$ cat config.mk
export PLATFORM = sky130hd
export DESIGN_NAME = pav_cordic
export DESIGN_NICKNAME = d
export VERILOG_FILES = /design/src/hdl/pav_pkg.sv /design/src/hdl/pav_cordic.sv
export SDC_FILE = /design/constraint.sdc
export NUM_CORES = 1
export LEC_CHECK = 0
export BUFFER_PORTS_ARGS = -buffer_cell sky130_fd_sc_hd__buf_2
export CAP_MARGIN = 30
export CORE_AREA = 4 4 207 209
export DETAILED_ROUTE_END_ITERATION = 12
export DIE_AREA = 0 0 211 213
export PLACE_DENSITY_LB_ADDON = 0.05
export SLEW_MARGIN = 30
export SYNTH_ARGS = -nofsm -noshare
export SYNTH_HDL_FRONTEND = slang
export SYNTH_SLANG_ARGS = --single-unit
$ cat constraint.sdc
create_clock -name clk -period 16.9 [get_ports clk]
set_input_delay 2.535 -clock clk [delete_from_list [all_inputs] [get_ports clk]]
set_output_delay 2.535 -clock clk [all_outputs]
set_load 0.03 [all_outputs]
$ cat src/hdl/pav_pkg.sv
// ============================================================================
// pav_pkg: shared types and constants for the point axis rotator
// Holds the command codes, the lane modes, the trig unit states and the Q16
// constants of the sine/cosine unit.
// ============================================================================
package pav_pkg;

    // Width of the Q16 sine and cosine values (+/-1.0 needs 18 signed bits)
    localparam int TRIG_W = 18;

    // Q16 constants
    localparam int Q_ONE       = 65536;
    localparam int Q_PI        = 205887;
    localparam int Q_TWO_PI    = 411775;
    localparam int Q_HALF_PI   = 102944;
    localparam int CORDIC_GAIN = 39797;

    localparam int CORDIC_STEPS = 17;
    localparam int ITER_W       = $clog2(CORDIC_STEPS);

    // Width of the working values inside the CORDIC
    localparam int CORDIC_W = 20;

    // Command codes
    localparam logic [2:0] CMD_NONE  = 3'd0;
    localparam logic [2:0] CMD_X_POS = 3'd1;
    localparam logic [2:0] CMD_X_NEG = 3'd2;
    localparam logic [2:0] CMD_Y_NEG = 3'd3;
    localparam logic [2:0] CMD_Y_POS = 3'd4;

    typedef enum logic [1:0] {
        MODE_PASS,
        MODE_ROT_X,
        MODE_ROT_Y
    } lane_mode_t;

    typedef enum logic [1:0] {
        CS_IDLE,
        CS_FOLD,
        CS_ITER
    } cordic_state_t;

    // Trig unit to datapath
    typedef struct packed {
        logic signed [TRIG_W-1:0] cos_q;
        logic signed [TRIG_W-1:0] sin_q;
        logic                     zero;
        logic                     busy;
    } trig_t;

    // atan(2^-i) in Q16
    function automatic logic [16:0] atan_q16(input logic [ITER_W-1:0] idx);
        logic [16:0] r;
        begin
            case (idx)
                5'd0:    r = 17'd51472;
                5'd1:    r = 17'd30386;
                5'd2:    r = 17'd16055;
                5'd3:    r = 17'd8150;
                5'd4:    r = 17'd4091;
                5'd5:    r = 17'd2047;
                5'd6:    r = 17'd1024;
                5'd7:    r = 17'd512;
                5'd8:    r = 17'd256;
                5'd9:    r = 17'd128;
                5'd10:   r = 17'd64;
                5'd11:   r = 17'd32;
                5'd12:   r = 17'd16;
                5'd13:   r = 17'd8;
                5'd14:   r = 17'd4;
                5'd15:   r = 17'd2;
                5'd16:   r = 17'd1;
                default: r = 17'd0;
            endcase
            return r;
        end
    endfunction

endpackage

$ cat src/hdl/pav_cordic.sv
// ============================================================================
// pav_cordic: sine and cosine of the step angle
// Folds the written angle into [-pi/2, pi/2] one step a cycle, then runs a
// 17-step shift-add CORDIC and holds the Q16 sine and cosine.
// ============================================================================
module pav_cordic #(
    parameter int ANGLE_FRAC_BITS = 13
) (
    input  logic           clk,
    input  logic           rst_n,
    input  logic           cfg_wr_en,
    input  logic [15:0]    cfg_wr_data,
    output pav_pkg::trig_t trig
);
    import pav_pkg::*;

    localparam int SHIFT = 16 - ANGLE_FRAC_BITS;
    localparam int AW    = 36 - ANGLE_FRAC_BITS;

    localparam logic signed [AW-1:0] PI_A      = AW'(Q_PI);
    localparam logic signed [AW-1:0] TWO_PI_A  = AW'(Q_TWO_PI);
    localparam logic signed [AW-1:0] HALF_PI_A = AW'(Q_HALF_PI);
    localparam logic signed [CORDIC_W-1:0] GAIN_C = CORDIC_W'(CORDIC_GAIN);
    localparam logic signed [TRIG_W-1:0]   ONE_T  = TRIG_W'(Q_ONE);

    cordic_state_t state_reg, state_next;
    logic signed [AW-1:0]       angle_reg, angle_next;
    logic signed [CORDIC_W-1:0] x_reg, x_next;
    logic signed [CORDIC_W-1:0] y_reg, y_next;
    logic [ITER_W-1:0]          iter_reg, iter_next;
    logic                       neg_reg, neg_next;
    logic                       zero_reg, zero_next;
    logic signed [TRIG_W-1:0]   cos_reg, cos_next;
    logic signed [TRIG_W-1:0]   sin_reg, sin_next;

    logic signed [CORDIC_W-1:0] x_sh, y_sh, x_step, y_step;
    logic signed [AW-1:0]       atan_a;

    always_ff @(posedge clk or negedge rst_n)
    begin
        if (!rst_n)
        begin
            state_reg <= CS_IDLE;
            zero_reg  <= 1'b1;
            cos_reg   <= ONE_T;
            sin_reg   <= '0;
        end
        else
        begin
            state_reg <= state_next;
            zero_reg  <= zero_next;
            cos_reg   <= cos_next;
            sin_reg   <= sin_next;
        end
    end

    always_ff @(posedge clk)
    begin
        angle_reg <= angle_next;
        x_reg     <= x_next;
        y_reg     <= y_next;
        iter_reg  <= iter_next;
        neg_reg   <= neg_next;
    end

    always_comb
    begin
        x_sh   = x_reg >>> iter_reg;
        y_sh   = y_reg >>> iter_reg;
        atan_a = signed'({{(AW-17){1'b0}}, atan_q16(iter_reg)});

        state_next = state_reg;
        angle_next = angle_reg;
        x_next     = x_reg;
        y_next     = y_reg;
        iter_next  = iter_reg;
        neg_next   = neg_reg;
        zero_next  = zero_reg;
        cos_next   = cos_reg;
        sin_next   = sin_reg;
        x_step     = '0;
        y_step     = '0;

        unique case (state_reg)
            CS_IDLE:
            begin
            end
            CS_FOLD:
            begin
                // Wrap by 2pi one step a cycle, then bring into the right half
                if (angle_reg > PI_A)
                begin
                    angle_next = angle_reg - TWO_PI_A;
                end
                else if (angle_reg < -PI_A)
                begin
                    angle_next = angle_reg + TWO_PI_A;
                end
                else
                begin
                    if (angle_reg > HALF_PI_A)
                    begin
                        angle_next = angle_reg - PI_A;
                        neg_next   = 1'b1;
                    end
                    else if (angle_reg < -HALF_PI_A)
                    begin
                        angle_next = angle_reg + PI_A;
                        neg_next   = 1'b1;
                    end
                    else
                    begin
                        neg_next = 1'b0;
                    end
                    x_next     = GAIN_C;
                    y_next     = '0;
                    iter_next  = '0;
                    state_next = CS_ITER;
                end
            end
            CS_ITER:
            begin
                if (!angle_reg[AW-1])
                begin
                    x_step     = x_reg - y_sh;
                    y_step     = y_reg + x_sh;
                    angle_next = angle_reg - atan_a;
                end
                else
                begin
                    x_step     = x_reg + y_sh;
                    y_step     = y_reg - x_sh;
                    angle_next = angle_reg + atan_a;
                end
                x_next    = x_step;
                y_next    = y_step;
                iter_next = iter_reg + 1'b1;
                if (iter_reg == ITER_W'(CORDIC_STEPS - 1))
                begin
                    cos_next   = neg_reg ? TRIG_W'(-x_step) : TRIG_W'(x_step);
                    sin_next   = neg_reg ? TRIG_W'(-y_step) : TRIG_W'(y_step);
                    state_next = CS_IDLE;
                end
            end
            default:
            begin
                state_next = CS_IDLE;
            end
        endcase

        // A register write restarts the unit
        if (cfg_wr_en)
        begin
            angle_next = AW'(signed'(cfg_wr_data)) <<< SHIFT;
            zero_next  = (cfg_wr_data == 16'd0);
            state_next = CS_FOLD;
        end
    end

    assign trig.cos_q = cos_reg;
    assign trig.sin_q = sin_reg;
    assign trig.zero  = zero_reg;
    assign trig.busy  = (state_reg != CS_IDLE);

endmodule

; ---- After elaboration in Yosys (flattened, before gate mapping)
; Memory sizes are Yosys's and may differ from the RTL's. A register that Yosys moved wholly into a read port is not among the register bits.
; Index checks and enable logic that the tools add are counted.
[totals]
reg_bits = 108
rom_bits = 512
output_inout_bits = 38
mem_count = 1
[op_classes]
n_addsub = 13
magnitude_cmp = 4
n_eq_ne = 11
shifts = 2
n_mux = 29
bitwise_logic = 2
reduce_logical = 11
[mem_list]
columns = memory, words, width, rd, rd_clocked_by_memory_dff, write_ports, line_no
row1 = (no name shown), 32, 16, 1, 1, 0, pav_pkg.sv:55  ; case (idx)
[op_table]
columns = operator, count
row1 = 20-bit 2-to-1 mux, 8
row2 = 23-bit 2-to-1 mux, 6
row3 = 20-bit one-hot mux with 2 select lines, 2
row4 = 23-bit one-hot mux with 2 select lines, 1
row5 = 20-bit adder, 2
row6 = 20-bit by 5-bit >>> shifter with 20-bit output, 2
row7 = 20-bit subtractor, 2
row8 = 18-bit 2-to-1 mux, 2
row9 = 18-bit negator, 2
row10 = 23-bit by 18-bit adder with 23-bit output, 1
row11 = 23-bit by 19-bit adder with 23-bit output (second input constant), 1
row12 = 23-bit by 20-bit adder with 23-bit output (second input constant), 1
row13 = 23-bit by 18-bit > comparator with 1-bit output (second input constant), 1
row14 = 23-bit by 19-bit > comparator with 1-bit output (second input constant), 1
row15 = 23-bit by 18-bit less-than comparator with 1-bit output (second input constant), 1
row16 = 23-bit by 19-bit less-than comparator with 1-bit output (second input constant), 1
row17 = 23-bit by 18-bit subtractor with 23-bit output, 1
row18 = 23-bit by 19-bit subtractor with 23-bit output (second input constant), 1
row19 = 23-bit by 20-bit subtractor with 23-bit output (second input constant), 1
row20 = 16-bit zero test, 1
row21 = 5-bit 2-to-1 mux, 3
row22 = 5-bit one-hot mux with 2 select lines, 1
row23 = 3-bit != test (second input constant), 3
row24 = 2-bit 2-to-1 mux, 4
row25 = 16 further kinds, 23

; ---- Depth between registers and ports, before layout
; Gate-level depths: netlist (run 1).
[logic_depth]
word_depth = 7
mapped_depth = 25

; ---- Worst setup path after synthesis (run 1)
; Ideal clock, no wire load.
[synth_path]
path_type = register to register
startpoint = register iter_reg[0]
endpoint = register sin_reg[16]
setup_time_ns = 0.116
t_arrival_ns = 5.363
required_ns = 16.784
slack_ns = 11.421
path_stages_with_launch = 24
n_path_buf = 3
period_less_slack_ns = 5.479
path_cell_list = edfxtp_1 > buf_4 > buf_6 > mux4_2 > and2_1 > a311oi_1 > o31a_1 > ha_1 > inv_1 > a2111o_1 > nor4_4 > nand2_2 > nor3_4 > nor2_1 > xor2_1 > ha_1 > clkbuf_1 > nor4_1 > a2111o_1 > a311oi_1 > o2111ai_1 > a2111oi_0 > o211ai_1 > o311ai_0
[synth_between]
elab_chain_len = 6
word_cells_on_any_way = 9
classes_between = 3 x add/sub / 1 x eq/ne / 1 x shift / 3 x mux / 1 x reduce/logical
[synth_rtl]
columns = element, line_no
row1 = "start, declared", pav_cordic.sv:30  ; logic [ITER_W-1:0] iter_reg, iter_next;
row2 = "start signal, assigned", pav_cordic.sv:62  ; iter_reg <= iter_next;
row3 = 20-bit by 5-bit >>> shifter with 20-bit output, pav_cordic.sv:68  ; x_sh = x_reg >>> iter_reg;
row4 = 20-bit adder or 20-bit subtractor (tied branches), "pav_cordic.sv:126, pav_cordic.sv:132"
row5 = 20-bit 2-to-1 mux, pav_cordic.sv:123  ; if (!angle_reg[AW-1])
row6 = 20-bit 2-to-1 mux, pav_cordic.sv:84  ; unique case (state_reg)
row7 = 18-bit negator, pav_cordic.sv:141  ; sin_next = neg_reg ? TRIG_W'(-y_step) : TRIG_W'(y_step);
row8 = 18-bit 2-to-1 mux, pav_cordic.sv:141
row9 = "end signal, assigned", pav_cordic.sv:53  ; sin_reg <= sin_next;
row10 = "end, declared", pav_cordic.sv:34  ; logic signed [TRIG_W-1:0] sin_reg, sin_next;
; Parallel ways exist; a longest one is shown, timed or not. The select of a mux whose other input is x is not followed.
; A chain may end at the register's enable or synchronous reset.

; ---- Worst setup path after layout (run 1)
[layout_path]
startpoint = register iter_reg[1]
endpoint = register sin_reg[16]
; Same word-level chain as after synthesis.

==> results.md, run 1 <==
- Status: completed
- Hold Buf Count CTS: 0
- Mapped cell area: roughly 14000 um^2
- Site Rows: 74
- Setup TNS: 0 ns
- Worst-path clk slew: roughly 0.06 ns
- Simple-Gate Fraction of Synth Area: 0.195
- Yosys cell types: just under 100
- Clock buffer count from CTS: 17
- Reg2reg start: iter_reg[1]
- Area contributors post-synth: edfxtp_1, ha_1, dfrtp_1
- Diode count: 0
- Die ar.: 44900 um^2
- Synth warn: 0
- Starting Density: 0.349
- # IOs: 57
- XOR/XNOR Fraction of Synth Area: 0.0751
- Syn_nets: 1784
- Routability cong.: 0.923
- Synth Flop Type: edfxtp_1
- Post-CTS Setup Bufs: 0
- DRC errors left: 0
- Worst reg2reg path depth: 18
- R2R Setup Slk: 10.36 ns
- ANT nets after route: 0
- CP required: 17.26 ns
- Largest family of logic cells by synthesized area: compound AO/OA/AOI/OAI gates
- Share of flip-flops with an asynchronous set or reset: 0.315
- #FFs+latches synth: 124
- Vias per cell: 5.95
- Yosys top cell area share: 0.139
- Port bufs: 56
- Layout cells sized above 1: 0.117
- Area leader, netlist: edfxtp_1
- Worst-Skew Late Latency: 0.47 ns
- WHS Path Cells: 2
- Total grt overflow: 0
- Final hold viol count: 0
- H-tree levels: 4
- Count leader, synth: nor2_1
- Hold Path End: cos_reg[16]
- CP Class: reg2reg
- Max FFs per register: 23
- GR peak layer: met2
- HP Class: reg2reg
- Fmax: 0.153 GHz
- Post-synth EDFFs: 66
- Largest net degree at the start of global routing: 75
- DR iter-0 viols: 883
- Slew Limit Headroom: 0.345
- Worst-margin pin slew: 0.974 ns
- Via count: roughly 13000
- Sequential share of the synthesized area: 0.235
- Post-route minimum period: 6.54 ns
- Layout Nets: 1778
- Crit end category: register
- RSZ-0062 raised after global routing: no
- Met1 Use GR: 0.283
- Dpl ws: 10.26 ns
- Area share of fa/ha/maj cells after synthesis: 0.0745
- Post-DP Area: 14800 um^2
- Cells after Synth: 1682
- Worst hold path startpoint: cos_reg[16]
- Met2 usage: 0.376
- Gr usage total: 0.219
- CP Launch Type: register
- Final worst slack: around 10 ns
- Area Growth Syn to Fin: 8.05%
- Pre-antenna DRT Iters: 5
- Vias in the first global route: ~13000
- Dpl hpwl: 36600 um
- Clock skew: 0.0141 ns
- CP Data Arrival Time: 6.90 ns
- Worst flop-to-flop path endpoint: sin_reg[16]
- GRT met3 Usage: 0.0372
- Post-synthesis compound-gate area fraction: 0.250
- Top post-synthesis cells by count: nor2_1, nand2_1, a21oi_1
- CTS root buffer: clkbuf_16
- Core area: 40800 um^2
- CTS Sinks: 124
- Post-CTS resize count: 0
- Die W: 211 um
- CTS max path bufs: 2
- Slew Limit Fails: 0
- Total of max-cap violations: 0
- Final instance area: between 15000 and 20000 um^2
- Crit Path Max Fanout: 74
- DRT Wirelength: 49100 um
- Post-synthesis mux area share: 0.122
- Fin crit share: 0.387
- First-pass GRT wire length: 77100 um
- Final setup viols: 0
- Initial antenna violation count: 0
- Avg Cell Area, Syn: ~8.5 um^2
- TritonCTS clock tree: built
- Routed length per instance: approximately 22 um
- Die height: 213 um
[placed cells by master, fill, tap and decap left out, types with 35 or more instances in the layout]
master	n
ha_1	79
nor2_1	152
nand2_1	140
buf_2	55
edfxtp_1	66
o21ai_0	101
xnor2_1	57
xor2_1	65
inv_1	55
a21oi_1	107
mux4_2	37
nor3_1	52
mux2i_1	51
nand3_1	35
dfrtp_1	37
[worst max path at each step]
| stage | startpoint | cells after the start | slack, ns | end |
|---|---|---|---|---|
| 3_3_place_gp | iter_reg[1] | 22 | 10.44 | sin_reg[16] |
| 6_report | iter_reg[1] | 18 | 10.36 | sin_reg[16] |
| 3_5_place_dp | iter_reg[1] | 22 | 10.26 | sin_reg[16] |
| 4_1_cts | iter_reg[1] | 22 | 10.25 | sin_reg[16] |
| 2_1_floorplan | iter_reg[0] | 23 | 11.42 | sin_reg[16] |
| 5_1_grt | iter_reg[0] | 22 | 10.0 | sin_reg[16] |
[worst max-delay path, stage by stage (launching register included)]
cell and delay (ns):
edfxtp_1 0.34, buf_6 0.52, mux4_1 0.65, mux2i_1 0.20, mux4_2 0.31, o311ai_0 0.20
nor4_1 0.57, nor3b_1 0.46, a31oi_1 0.16, xnor2_1 0.16, ha_1 0.39, and3_1 0.28
o211ai_1 0.17, a21o_1 0.22, a311oi_1 0.56, o2111ai_1 0.34, a2111oi_0 0.55, o211ai_1 0.13
o311ai_0 0.13
[kinds of logic after synthesis]
logic type / after synthesis
simple gates: 561
compound gates: 520
buf+inv: 156
flops: 124
xor+xnor: 122
mux: 116
fa+ha+maj: 83
[cell type report]
type / count / area (um^2)
fillers: 4214 / 25400
multi-input cells: 1402 / 10200
flip-flops and latches: 124 / 3340
well taps: 532 / 666
clock buffers: 30 / 536
repair buffers: 73 / 414
inverters: 58 / 218
clock inverters: 1 / 5.00
[stage by stage]
step	hold WS, ns	utilization	instances
floorplan	0.462	-	1682
global route	0.474	0.377	2220
CTS	0.464	0.377	2220
detailed placement	0.452	0.363	2189
finish	0.460	0.377	2220
global placement	0.450	0.363	2189
[layer usage]
metal / vias up / routed length, um
li1: 6371 / -
met1: 6414 / 21700
met2: 359 / 24000
met3: 63 / 2290
met4: 0 / 1190
met5: - / 0
Power of run 1 is left out: the tool's default activity adds up to more than one toggle a clock period on the data nets, which glitch-free logic cannot reach.
==> run 2, diff against run 1 <==
--- a/config.mk
+++ b/config.mk
@@ -5,11 +5,12 @@
 export SDC_FILE = /design/constraint.sdc
 export NUM_CORES = 1
 export LEC_CHECK = 0
+export ABC_AREA = 1
 export BUFFER_PORTS_ARGS = -buffer_cell sky130_fd_sc_hd__buf_2
 export CAP_MARGIN = 30
-export CORE_AREA = 4 4 207 209
+export CORE_AREA = 4 4 214 216
 export DETAILED_ROUTE_END_ITERATION = 12
-export DIE_AREA = 0 0 211 213
+export DIE_AREA = 0 0 218 220
 export PLACE_DENSITY_LB_ADDON = 0.05
 export SLEW_MARGIN = 30
 export SYNTH_ARGS = -nofsm -noshare
==> constraint.sdc (replaced) <==
create_clock -name clk -period 5.8 [get_ports clk]
set_input_delay 0.87 -clock clk [delete_from_list [all_inputs] [get_ports clk]]
set_output_delay 0.87 -clock clk [all_outputs]
set_load 0.03 [all_outputs]
==> results.md, run 2 <==
- Status: completed
- HP Class: reg2reg
- Crit Path Max Fanout: 39
- Site Rows: 77
- Die height: around 220 um
- Area contributors post-synth: nand2_1, edfxtp_1, nand3_1
- Dpl hpwl: roughly 45000 um
- Final worst slack: 0.824 ns
- CP Class: reg2reg
- Final setup viols: 0
- CTS max path bufs: 2
- Synth warn: 0
- Starting Density: 0.347
- Core area: 43900 um^2
- Avg Cell Area, Syn: 6.11 um^2
- Routability cong.: 0.907
- Worst-Skew Late Latency: 0.46 ns
- Mapped cell area: about 15000 um^2
- Routed length per instance: 18.6 um
- Total of max-cap violations: 0
- Post-synth EDFFs: 66
- DRT Wirelength: 57800 um
- Cells after Synth: 2496
- DR iter-0 viols: between 1000 and 1500
- Cell mode on critical path: nand2_1
- Share of flip-flops with an asynchronous set or reset: 0.315
- Top post-synthesis cells by count: nand2_1, nand3_1, nor2_1
- TritonCTS clock tree: built
- Synth Flop Type: edfxtp_1
- Crit end category: register
- Sequential share of the synthesized area: 0.219
- H-tree levels: 4
- Total grt overflow: 0
- Clock buffer count from CTS: 17
- Worst-margin pin slew: approximately 0.87 ns
- Final hold viol count: 0
- Setup TNS: 0 ns
- RSZ-0062 raised after global routing: no
- Pre-antenna DRT Iters: 7
- Post-route minimum period: 4.98 ns
- Yosys cell types: 61
- CP max stage cell: edfxtp_1
- Area Growth Syn to Fin: 8.43%
- DRC errors left: 0
- Area leader, netlist: nand2_1
- Post-CTS resize count: 0
- #FFs+latches synth: 124
- Worst-path clk slew: 0.06 ns
- Die ar.: 48000 um^2
- Count leader, synth: nand2_1
- Layout Nets: ~2600
- Largest net degree at the start of global routing: 56
- Slew Limit Headroom: 0.420
- Yosys top cell area share: 0.208
- CTS Sinks: 124
- CP required: 6.18 ns
- CP Data Arrival Time: 5.36 ns
- CTS root buffer: clkbuf_16
- Slew Limit Fails: 0
- CP Launch Type: register
- Die W: 218 um
- First-pass GRT wire length: 89900 um
- Vias in the first global route: 15600
- Vias per cell: 5.24
- Clock skew: 0.0150 ns
- Diode count: 0
- Initial antenna violation count: 0
- Fin crit share: 0.858
- Layout cells sized above 1: 0.0848
- Most common cell after layout, fill and taps aside: nand2_1
- Critical path's largest stage delay: between 0.5 and 0.6 ns
- Gr usage total: 0.240
- Dpl ws: 0.661 ns
- Via count: 16300
- # IOs: 57
- Syn_nets: 2598
- Max FFs per register: 23
- Fmax: between 0.2 and 0.25 GHz
- Most frequent cells in the layout: nand2_1, nand3_1, nor2_1, inv_1, a21oi_1
- Port bufs: 56
- ANT nets after route: 0
run 2: cell count changes in the layout (fill, tap and decap cells not counted), sizes merged, moves of 26 or more:
cell,change
nand3,+306
xnor2,-26
inv,+164
mux2i,-51
mux4,-42
nor2,+81
xor2,+27
or3,-27
o21ai,+27
nand2,+733
and2,-32
run 2: path summary, 6_finish.rpt:
kind / to / start / cells after the start / slack [ns]
max: cos_reg[16] / iter_reg[0] / 31 / 0.82
min: cos_reg[16] / cos_reg[16] / 2 / 0.47
max reg2reg: cos_reg[16] / iter_reg[0] / 31 / 0.82
min reg2reg: cos_reg[16] / cos_reg[16] / 2 / 0.47
max in group asynchronous: cos_reg[13] / rst_n / 2 / 4.85
min in group asynchronous: sin_reg[8] / rst_n / 2 / 0.50
run 2: worst max-delay path: cells and delay by family (launching register included):
kind	cells	cell delay, ns
DFF	1	0.53
and+or+nand+nor	23	2.78
adders and majority gates	2	0.52
xor gates and xnor gates	1	0.17
buffers and inverters	4	0.71
AOI/OAI and AO/OA	1	0.21
run 2: layout make-up:
| cell class | instances | area, um^2 |
|---|---|---|
| tap | 592 | 741 |
| sequential | 124 | 3340 |
| timing repair buffer | 82 | 475 |
| clock inverter | 10 | 100 |
| multi-input combinational | 2056 | 10600 |
| clock buffer | 22 | 497 |
| fill | 4942 | 27400 |
| inverter | 218 | 826 |
run 2: logic make-up after synthesis:
kind of cell | count (synthesis) | synth area share
flops | 124 | 0.219
fa+ha+maj | 83 | 0.0696
simple gates | 1540 | 0.439
xor+xnor | 123 | 0.0706
compound gates | 310 | 0.112
buf+inv | 316 | 0.0889
run 2: timing repair:
item | 4_1_cts | 5_1_grt
buffers inserted | 0 | 5
hold buffers | 0 | 0
setup endpoints to repair | 0 | 4
run 2: per-layer routing:
| layer | up-vias | wire [um] | GRT usage |
|---|---|---|---|
| met2 | 412 | 28300 | 0.424 |
| met4 | 0 | 1440 | 0.0668 |
| li1 | 8183 | - | - |
| met5 | - | 0 | 0 |
| met1 | 7595 | 25900 | 0.308 |
| met3 | 70 | 2220 | 0.0306 |
run 2: per-stage QoR:
step	instance area, um^2	util	cells	hold WS [ns]
3_5_place_dp	15900	0.362	3067	0.460
5_1_grt	16500	0.376	3104	0.493
2_1_floorplan	15300	-	2496	0.526
3_3_place_gp	15900	0.362	3067	0.456
4_1_cts	16500	0.375	3099	0.471
6_report	16500	0.376	3104	0.470
Power of run 2 is left out for the same reason.
